**config.mk**
```make
export PLATFORM = sky130hd
export DESIGN_NAME = gne_ram
export DESIGN_NICKNAME = d
export VERILOG_FILES = /design/src/hdl/gne_ram.sv
export SDC_FILE = /design/constraint.sdc
export NUM_CORES = 2
export LEC_CHECK = 0
export BUFFER_PORTS_ARGS = -buffer_cell sky130_fd_sc_hd__buf_2
export CAP_MARGIN = 25
export CORE_UTILIZATION = 35
export DETAILED_ROUTE_END_ITERATION = 6
export GPL_ROUTABILITY_DRIVEN = 0
export GPL_TIMING_DRIVEN = 0
export PLACE_DENSITY = 0.54
export REMOVE_ABC_BUFFERS = 1
export SETUP_SLACK_MARGIN = 0.02
export SLEW_MARGIN = 20
export SYNTH_ARGS = -nofsm -noshare
export SYNTH_HDL_FRONTEND = slang
export SYNTH_SLANG_ARGS = --single-unit
```
**constraint.sdc**
```tcl
create_clock -name clk -period 3.6 [get_ports clk]
set_input_delay 0.72 -clock clk [delete_from_list [all_inputs] [get_ports clk]]
set_output_delay 0.72 -clock clk [all_outputs]
set_load 0.02 [all_outputs]
```
**src/hdl/gne_ram.sv**
```systemverilog
// gne_ram: generic single write port, single read port RAM with registered read.
// No dependencies.

module gne_ram #(
  parameter int WIDTH = 8,
  parameter int DEPTH = 256
) (
  input  logic                     clk,
  input  logic                     we,
  input  logic [$clog2(DEPTH)-1:0] waddr,
  input  logic [WIDTH-1:0]         wdata,
  input  logic                     re,
  input  logic [$clog2(DEPTH)-1:0] raddr,
  output logic [WIDTH-1:0]         rdata
);

  logic [WIDTH-1:0] mem [DEPTH];

  always_ff @(posedge clk) begin
    if (we) begin
      mem[waddr] <= wdata;
    end
    if (re) begin
      rdata <= mem[raddr];
    end
  end

endmodule

```
==> summary.md <==
| Metric | Value |
|---|---|
| Nature of the critical path startpoint | `primary input` |
| Least-Margin Pin Slew | `1050 ps` |
| Pre-CTS setup slack | `-2800 ps` |
| Share of cells above drive strength 1 | `roughly a quarter` |
| Clock-pin slew on the worst setup and hold paths | `around 60 ps` |
| CP Max Fanout | `75` |
| GR met2 Demand/Resource | `28.7%` |
| Iteration-0 DRC Markers | `3809` |
| Initial Util | `35.3%` |
| Drt drc | `1` |
| Slowest-stage cell, CP | `a22oi_1` |
| Failing checks | `DRC` |
| Per-cell routed wire length | `29.0 um` |
| Crit path largest cell delay | `approximately 830 ps` |
| Core Rows | `174` |
| Clock sinks | `2056` |
| Count of different cell masters after synthesis | `54` |
| Max-cap violations | `0` |
| Sequential power share | `53.3%` |
| RSZ-0062 raised after global routing | `false` |
| Max Slew Vio Count | `0` |
| Area growth syn-to-layout | `14.2%` |
| GR Util met1 | `24.3%` |
| Placed cell count | `between 6000 and 7000` |
| Vias/cell | `5.43` |
| Endpoint type of the worst setup path | `flop` |
| First-pass GRT wire length | `289000 um` |
| Critical path data arrival time | `4100 ps` |
| Nets | `3858` |
| DRT Wirelength | `between 200000 and 250000 um` |
| H-tree depth | `4` |
| GRT met3 Usage | `3.09%` |
| Clk root buf | `clkbuf_16` |
| Die area | `229000 um^2` |
| Final Skew | `between 30 and 40 ps` |
| Most used DFF post-synth | `edfxtp_1` |
| Non-Filler Instances | `7007` |
| Fmax | `281 MHz` |
| DR vias | `roughly 38000` |
| Sw Pwr | `10.8 mW` |
| Path category of the worst min-delay check | `primary input to flop` |
| Die width | `479 um` |
| Final period util | `approximately 100%` |
| Grt peak-use layer | `met2` |
| Netlist Area Pre-Place | `79600 um^2` |
| I/O Pins | `35` |
| Largest net degree at the start of global routing | `123` |
| Relative max-transition margin | `29.9%` |
| Yosys reg bits | `2056` |
| Vias in the first global route | `38878` |
| CTS tree | `built` |
| Min Tclk post-route | `3560 ps` |
| Syn_area_per_cell | `21.3 um^2` |
| Die span in y | `479 um` |
| Worst-Skew Late Latency | `840 ps` |
| Core Area | `226000 um^2` |
| Final setup viols | `0` |
| Synth Instances | `3733` |
| Initial antenna violation count | `6` |
| R2R depth | `6` |
| Total of warnings raised by yosys | `0` |
| Worst-path cell chain | `buf_16 -> buf_16 -> mux4_2 -> mux2_2 -> a211oi_1 -> a21oi_1 -> a22oi_1 -> nor4_2` |
| Worst IR Drop VDD | `543 uV` |
| Leak | `27.6 nW` |
| Setup WS post-layout | `36.2 ps` |
| Final Util | `40.3%` |
| IO Port Bufs | `34` |
| Number of synthesized flops with an enable pin | `2056` |
| Status | `finished, violations left` |
| TritonCTS Buffers | `204` |
| Final hold violation count | `0` |
| Pwr Total | `49.6 mW` |
| Gr usage total | `around 18%` |
| CP Class | `primary input to flop` |
| PwrDens | `545 nW/um^2` |
| Clock Path Buffers | `3` |
| DP HPWL | `roughly 120000 um` |
| Most used cell, CP | `buf_16` |
| Clock power share | `41.5%` |
| DRT antenna net count | `0` |
| GR Overflow Total | `0` |
| Sw Ratio | `21.7%` |
| Hold depth | `1` |
| Fraction of registers with async set/reset | `0%` |
| Pre-Repair DR Iteration Count | `7` |
| WP data required | `roughly 4100 ps` |
| Logic pwr share | `~5.2%` |
| Sequential area share after synthesis | `77.5%` |
| Cell internal pwr | `38.8 mW` |
-- cell usage after synthesis (13+ instances only) --
cell type / count / area share, %
edfxtp_1: 2056 / 78
buf_8: 13 / 0.25
a22oi_1: 133 / 1.3
nor2_1: 282 / 1.3
buf_2: 31 / 0.19
nand3_1: 34 / 0.21
buf_4: 27 / 0.25
nor4_1: 24 / 0.19
a211oi_1: 16 / 0.15
o22ai_1: 28 / 0.22
clkbuf_1: 111 / 0.52
a21oi_1: 96 / 0.60
mux2i_1: 134 / 1.7
nor3_1: 22 / 0.14
buf_6: 21 / 0.30
nor2b_1: 31 / 0.24
buf_1: 22 / 0.10
a221oi_1: 13 / 0.14
nand2_1: 33 / 0.16
o221ai_1: 46 / 0.51
mux4_2: 454 / 13
-- stage by stage --
step	hold slack (ps)	setup TNS, ps	area [um^2]
CTS	146	0	90800
global route	171	0	90900
finish	193	0	90900
floorplan	819	0	78200
detailed placement	1040	-92650	83900
global placement	1050	-5145710	82100
-- layout by cell type, fill, tap and decap left out, types with 7 or more instances in the layout --
master / netlist / routed
edfxtp_1: 2056 / 2056
mux4_2: 454 / 454
nor2_1: 282 / 279
clkbuf_16: 0 / 206
mux2i_1: 134 / 134
a22oi_1: 133 / 133
a21oi_1: 96 / 95
clkinv_2: 0 / 54
clkinv_1: 1 / 53
o221ai_1: 46 / 46
clkbuf_1: 111 / 42
buf_16: 0 / 42
nand2_1: 33 / 31
o22ai_1: 28 / 28
nor2b_1: 31 / 27
nand3_1: 34 / 25
buf_2: 31 / 22
nor3_1: 22 / 19
nor4_2: 3 / 17
buf_4: 27 / 17
bufinv_16: 0 / 14
buf_6: 21 / 13
buf_8: 13 / 12
a211oi_1: 16 / 11
a221oi_1: 13 / 11
nand4_1: 10 / 10
o211ai_1: 10 / 10
o21ai_0: 10 / 10
bufbuf_16: 0 / 9
buf_12: 8 / 9
nand2b_1: 8 / 8
a22o_1: 8 / 8
diode_2: 0 / 7
-- registers in the layout, summed over array words and instances (netlist names) --
signal,count
rdata,8
mem,2048
-- power by group through the flow --
| stage | Sequential [mW] | Combinational, mW | Clock (mW) |
|---|---|---|---|
| floorplan | 26.9 | 0.926 | 0 |
| global placement | 27.0 | 3.03 | 0 |
| detailed placement | 26.9 | 2.49 | 0 |
| CTS | 26.4 | 2.59 | 20.9 |
| global route | 26.4 | 2.69 | 21.8 |
| finish | 26.4 | 2.56 | 20.6 |
-- critical path: cells and delay by family --
kind                   cells  cell delay, ps
and+or+nand+nor            1             160
AOI/OAI and AO/OA          3            1480
muxes                      2             900
buffers and inverters      2             660
-- layout make-up --
cell class | instances | area, um^2
fillers | 19936 | 135000
flip-flops and latches | 2056 | 61700
multi-input cells | 1442 | 16800
clock buffers | 248 | 5310
well taps | 2992 | 3740
repair buffers | 125 | 2210
clock inverters | 135 | 1080
diodes | 7 | 17.5
inverters | 2 | 8.76
-- cell families (layout without fill, tap and decap cells) --
group | after synthesis | in the layout | share of synthesized area (%)
muxes | 591 | 591 | 14.6
other | 0 | 7 | 0
and+or+nand+nor | 466 | 466 | 2.63
DFF | 2056 | 2056 | 77.5
AOI/OAI and AO/OA | 385 | 385 | 3.42
buffers and inverters | 235 | 510 | 1.83
-- routing by layer --
metal	vias to the layer above	wire, um
li1	15943	-
met1	20616	87300
met2	1215	99500
met3	255	11900
met4	0	4870
met5	-	0
-- repair_timing --
item,4_1_cts,5_1_grt
setup endpoints to repair,8,5
hold buffers,0,0
setup buffers,3,0
gates resized for setup,27,3
gates cloned,10,0
pin swaps,3,0
hold endpoints to repair,0,0
-- final timing paths --
kind                             startpoint          end  slack, ps
worst max-delay path               raddr[0]     rdata[6]         40
worst min-delay path               wdata[5]  mem[194][5]        190
worst max register to register    mem[9][6]     rdata[6]        490
worst min register to register  mem[108][2]     rdata[2]       1500
No activity file was read; power rests on OpenSTA's default activity.
