`src/hdl/gne_mul.sv`:
```
// gne_mul: registered signed multiply, scaled down by 2^SH with round to
// nearest, ties away from zero. No dependencies.

module gne_mul #(
  parameter int AW = 16,
  parameter int BW = 16,
  parameter int SH = 16,
  parameter int OW = 16
) (
  input  logic                 clk,
  input  logic                 en,
  input  logic signed [AW-1:0] a,
  input  logic signed [BW-1:0] b,
  output logic signed [OW-1:0] q
);

  localparam int PW = AW + BW;
  localparam logic signed [PW:0] HALF    = (PW+1)'(1) << (SH - 1);
  localparam logic signed [PW:0] HALF_M1 = HALF - (PW+1)'(1);

  logic signed [PW-1:0] p;
  logic signed [PW:0]   pr;

  always_comb begin
    p  = a * b;
    // negative products take half minus one so the tie goes away from zero
    pr = {p[PW-1], p} + (p[PW-1] ? HALF_M1 : HALF);
  end

  always_ff @(posedge clk) begin
    if (en) begin
      q <= OW'(pr >>> SH);
    end
  end

endmodule

```
`config.mk`:
```
export PLATFORM = sky130hd
export DESIGN_NAME = gne_mul
export DESIGN_NICKNAME = d
export VERILOG_FILES = /design/src/hdl/gne_mul.sv
export SDC_FILE = /design/constraint.sdc
export NUM_CORES = 1
export LEC_CHECK = 0
export BUFFER_PORTS_ARGS = -buffer_cell sky130_fd_sc_hd__clkbuf_2
export CORE_UTILIZATION = 30
export DETAILED_ROUTE_END_ITERATION = 10
export RECOVER_POWER = 25
export SLEW_MARGIN = 15
export SYNTH_ARGS = -nofsm -noshare
export SYNTH_HDL_FRONTEND = slang
export SYNTH_SLANG_ARGS = --single-unit
```
`constraint.sdc`:
```
create_clock -name clk -period 16.7 [get_ports clk]
set_input_delay 3.34 -clock clk [delete_from_list [all_inputs] [get_ports clk]]
set_output_delay 3.34 -clock clk [all_outputs]
set_load 0.03 [all_outputs]
```
==> results of run 1 <==
## cells by family (layout without fill, tap and decap cells)
logic type	Yosys count	count (layout)	synth area share, %
and+or+nand+nor	382	382	17.0
adders and majority gates	348	348	56.1
buffers and inverters	345	351	11.6
AOI/OAI and AO/OA	117	117	7.51
xor gates and xnor gates	42	42	3.27
DFF	16	16	4.27
muxes	2	2	0.178
## worst min-delay path by stage
stage / from / endpoint / slack [ns]
after global placement: q[1]$_DFFE_PP_ / q[1] / 3.84
final: en / q[1]$_DFFE_PP_ / 3.78
after global routing: en / q[1]$_DFFE_PP_ / 3.84
after floorplan: en / q[0]$_DFFE_PP_ / 3.45
after CTS: en / q[1]$_DFFE_PP_ / 3.64
after detailed placement: q[1]$_DFFE_PP_ / q[1] / 3.84
## routing by layer
| layer | share of wire [%] | track usage [%] | vias to the layer above |
|---|---|---|---|
| met2 | 54 | 28.3 | 141 |
| met5 | 0 | 0 | - |
| met1 | 41 | 18.1 | 4328 |
| li1 | - | - | 3805 |
| met4 | 2.6 | 3.41 | 0 |
| met3 | 2.8 | 0.980 | 42 |
## placed cells by master (no fill, tap or decap), drive strengths merged, types with 3 or more instances in the layout
cell / count
a211oi: 5
a21o: 9
a21oi: 24
a311oi: 3
a41oi: 3
and2: 112
and3: 6
clkbuf: 52
edfxtp: 16
fa: 262
ha: 86
inv: 299
nand2: 150
nand2b: 16
nand3: 15
nand3b: 3
nand4: 4
nor2: 41
nor2b: 3
nor3: 14
nor4: 5
o2111ai: 4
o21a: 13
o21ai: 20
o21bai: 5
o311a: 4
o311ai: 4
o31a: 3
o31ai: 3
or3: 3
or4: 3
xnor2: 28
xor2: 14
## area by class of cell
type                    count  share of cell area, %
flip-flops and latches     16                   4.01
repair buffers             49                   2.04
multi-input cells         891                   79.1
well taps                 468                   4.89
inverters                 299                   9.37
clock buffers               3                  0.627
## worst max-delay path, stage by stage
cell	delay, ns
clkbuf_2	0.24
nand2_1	0.19
inv_1	0.10
fa_1	0.64
fa_1	0.91
fa_1	0.53
fa_1	0.56
fa_1	0.43
fa_1	0.44
ha_1	0.43
a21o_1	0.24
a221oi_2	0.28
o21ai_0	0.16
nand2b_1	0.21
o41ai_2	0.32
xnor2_1	0.22
inv_1	0.19
ha_1	0.23
a21oi_1	0.07
or4_1	0.41
nor3_1	0.26
nand3b_1	0.10
o311ai_1	0.41
o2111ai_1	0.59
nor4_1	0.50
xnor2_1	0.10
## through the flow
step | util (%) | cell area, µm² | instances
floorplan | - | 11300 | 1252
global placement | 32.4 | 11900 | 1723
detailed placement | 32.4 | 11900 | 1723
CTS | 32.6 | 12000 | 1726
global route | 32.6 | 12000 | 1726
finish | 32.6 | 12000 | 1726
==> impl_metrics.env, run 1 <==
export IMPL_end_kind="flip-flop"
export IMPL_drive_above_1_share_pct=4.85
export IMPL_status="completed"
export IMPL_synth_top_area_share_pct=46.6
export IMPL_whs_path_depth=1
export IMPL_die_h_um=196
export IMPL_fillCellCount=3873
export IMPL_finalSetupViolCount=0
export IMPL_grt_ovfl_total=0
export IMPL_hp_class="input port to flip-flop"
export IMPL_cp_arrival_ns=12.12
export IMPL_firstDrtPassIters=5
export IMPL_postRouteAntennaNets=0
export IMPL_ys_types=63
export IMPL_grt_pass1_wl_um=45900
export IMPL_cts_sink_count=16
export IMPL_synth_area_mm2=0.0113
export IMPL_crit_end="q[14]$_DFFE_PP_"
export IMPL_critPathLaunchType="input port"
export IMPL_gp_congestion=0.838
export IMPL_ctsResizeCount=0
export IMPL_antenna_found_initial=0
export IMPL_top_register="q"
export IMPL_clk_pin_slew_worst_paths_ns=0.05
export IMPL_rsz0062_at_grt="no"
export IMPL_largest_register_ffs=16
export IMPL_syn_inst=1252
export IMPL_grt_pass1_vias=9160
export IMPL_via_count=8316
export IMPL_cts_hold_buf=0
export IMPL_fp_dieW_um=196
export IMPL_hold_viol=0
export IMPL_cts_buffers=3
export IMPL_post_synth_top_count_cell="inv_1"
export IMPL_core_mm2=0.0368
export IMPL_root_buffer="clkbuf_16"
export IMPL_synthFlopType="edfxtp_1"
export IMPL_largestRegisters="q: 16 flops"
export IMPL_area_growth_pct=6.35
export IMPL_post_cts_buffers=0
export IMPL_portBuffers=49
export IMPL_critical_path_class="input port to flip-flop"
export IMPL_routed_wl_um=26600
export IMPL_finalSetupTns_ns=0
export IMPL_fp_dieArea_mm2=0.0383
export IMPL_whs_ns=3.78
export IMPL_synth_edff_count=16
export IMPL_tightestPinTransition_ns=1.05
export IMPL_clockBufferDepth=2
export IMPL_fin_ws_ns=4.57
export IMPL_cap_violations=0
export IMPL_wl_per_cell_um=15.4
export IMPL_dpl_hpwl_um=22500
export IMPL_syn_num_nets=1634
export IMPL_rows=70
export IMPL_relSlewSlack_pct=29.9
export IMPL_synthArstFlopShare_pct=0
export IMPL_multi_input_area_mm2=0.00947
export IMPL_period_share_pct=72.6
export IMPL_initial_core_util_pct=30.6
export IMPL_nets=1642
export IMPL_required_ns=16.69
export IMPL_worstPathMaxFanout=16
export IMPL_synth_top_area_cell="fa_1"
export IMPL_worstSetupStartpoint="a[15]"
export IMPL_fin_crit_ns=12.13
export IMPL_ios=50
export IMPL_synth_area_leaders="fa_1 (47%), inv_1 (10%), ha_1 (9.6%)"
export IMPL_track_usage_pct=14.8
export IMPL_regArea_um2=480
export IMPL_drc=0
export IMPL_grt_max_degree=17
export IMPL_cts_tree="yes"
export IMPL_vias_per_cell=4.82
export IMPL_drt_iter0_markers=387
export IMPL_maxSlewViolCount=0
export IMPL_yosys_warnings=0
export IMPL_synth_commonest_cells="inv_1 (299), fa_1 (262), nand2_1 (150)"
export IMPL_h_tree_depth=1
export IMPL_place_ws_ns=4.32
export IMPL_synth_seq_cells=16
export IMPL_max_freq_mhz=82.4
export IMPL_diodes=0
export IMPL_syn_area_per_cell_um2=9.00
export IMPL_ys_seq_area_share_pct=4.27
Power of run 1 is left out: the tool's default activity adds up to more than one toggle a clock period on the data nets, which glitch-free logic cannot reach.
==> run 2: changes to the inputs <==
==> constraint.sdc (replaced) <==
create_clock -name clk -period 12.22 [get_ports clk]
set_input_delay 2.444 -clock clk [delete_from_list [all_inputs] [get_ports clk]]
set_output_delay 2.444 -clock clk [all_outputs]
set_load 0.03 [all_outputs]
==> impl_metrics.env, run 2 (synthesis results as in run 1) <==
export IMPL_fp_dieW_um=196
export IMPL_most_common_layout_cells="inv_1 (299), fa_1 (262), nand2_1 (150)"
export IMPL_cap_violations=0
export IMPL_relSlewSlack_pct=28.9
export IMPL_nets=1642
export IMPL_required_ns=12.21
export IMPL_finalSetupViolCount=0
export IMPL_maxSlewViolCount=0
export IMPL_diodes=0
export IMPL_hp_class="input port to flip-flop"
export IMPL_status="completed"
export IMPL_cts_buffers=3
export IMPL_core_mm2=0.0368
export IMPL_dpl_hpwl_um=22500
export IMPL_period_share_pct=91.2
export IMPL_clockBufferDepth=2
export IMPL_routed_wl_um=26600
export IMPL_grt_max_degree=17
export IMPL_hold_viol=0
export IMPL_cpPeakStageDelay_ns=0.92
export IMPL_worstPathMaxFanout=16
export IMPL_top_register="q"
export IMPL_ctsResizeCount=0
export IMPL_h_tree_depth=1
export IMPL_clk_pin_slew_worst_paths_ns=0.05
export IMPL_initial_core_util_pct=30.6
export IMPL_cts_sink_count=16
export IMPL_crit_family="adder cells"
export IMPL_die_h_um=196
export IMPL_crit_top_cell="fa_1"
export IMPL_via_count=8308
export IMPL_crit_buf_inv=3
export IMPL_ios=50
export IMPL_largest_register_ffs=16
export IMPL_grt_ovfl_total=0
export IMPL_crit_slowest_cell="fa_1"
export IMPL_antenna_found_initial=0
export IMPL_track_usage_pct=14.9
export IMPL_cp_arrival_ns=11.14
export IMPL_tightestPinTransition_ns=1.06
export IMPL_post_cts_buffers=0
export IMPL_grt_pass1_wl_um=46000
export IMPL_fin_crit_ns=11.15
export IMPL_portBuffers=49
export IMPL_rows=70
export IMPL_drt_iter0_markers=357
export IMPL_firstDrtPassIters=5
export IMPL_cts_tree="yes"
export IMPL_wl_per_cell_um=15.4
export IMPL_area_growth_pct=6.39
export IMPL_postRouteAntennaNets=0
export IMPL_root_buffer="clkbuf_16"
export IMPL_final_common_cell="inv_1"
export IMPL_grt_pass1_vias=9164
export IMPL_drive_above_1_share_pct=4.85
export IMPL_drc=0
export IMPL_cts_hold_buf=0
export IMPL_largestRegisters="q: 16 flops"
export IMPL_finalSetupTns_ns=0
export IMPL_fp_dieArea_mm2=0.0383
export IMPL_critPathLaunchType="input port"
export IMPL_gp_congestion=0.838
export IMPL_critical_path_class="input port to flip-flop"
export IMPL_rsz0062_at_grt="no"
export IMPL_end_kind="flip-flop"
export IMPL_vias_per_cell=4.81
export IMPL_max_freq_mhz=89.7
run 2: routing by layer:
metal | wire length (µm) | part of all wire [%] | GRT usage (%)
met3 | 626 | 2.4 | 0.911
met5 | 0 | 0 | 0
met4 | 690 | 2.6 | 3.39
met2 | 14300 | 54 | 28.3
met1 | 11000 | 41 | 18.4
run 2: path summary, 6_finish.rpt:
kind | startpoint | end | slack, ns | cells after the start
setup / recovery | b[1] | q[14]$_DFFE_PP_ | 1.07 | 26
hold / removal | en | q[1]$_DFFE_PP_ | 2.87 | 1
run 2: area by class of cell:
class,count,area (µm²)
fill,3849,24800
multi-input combinational,891,9470
inverter,299,1120
tap,468,586
sequential,16,480
timing repair buffer,49,244
clock buffer,3,75.1
clock inverter,1,3.75
run 2: metrics by stage:
step	setup slack (ns)	hold WS, ns	std cells	instance area (µm²)	utilization, %
floorplan	2.15	2.56	1252	11300	-
global placement	1.02	2.94	1723	11900	32.4
detailed placement	0.844	2.94	1723	11900	32.4
CTS	1.10	2.74	1727	12000	32.6
global route	0.325	2.93	1727	12000	32.6
finish	1.07	2.87	1727	12000	32.6
Power of run 2 is left out for the same reason.
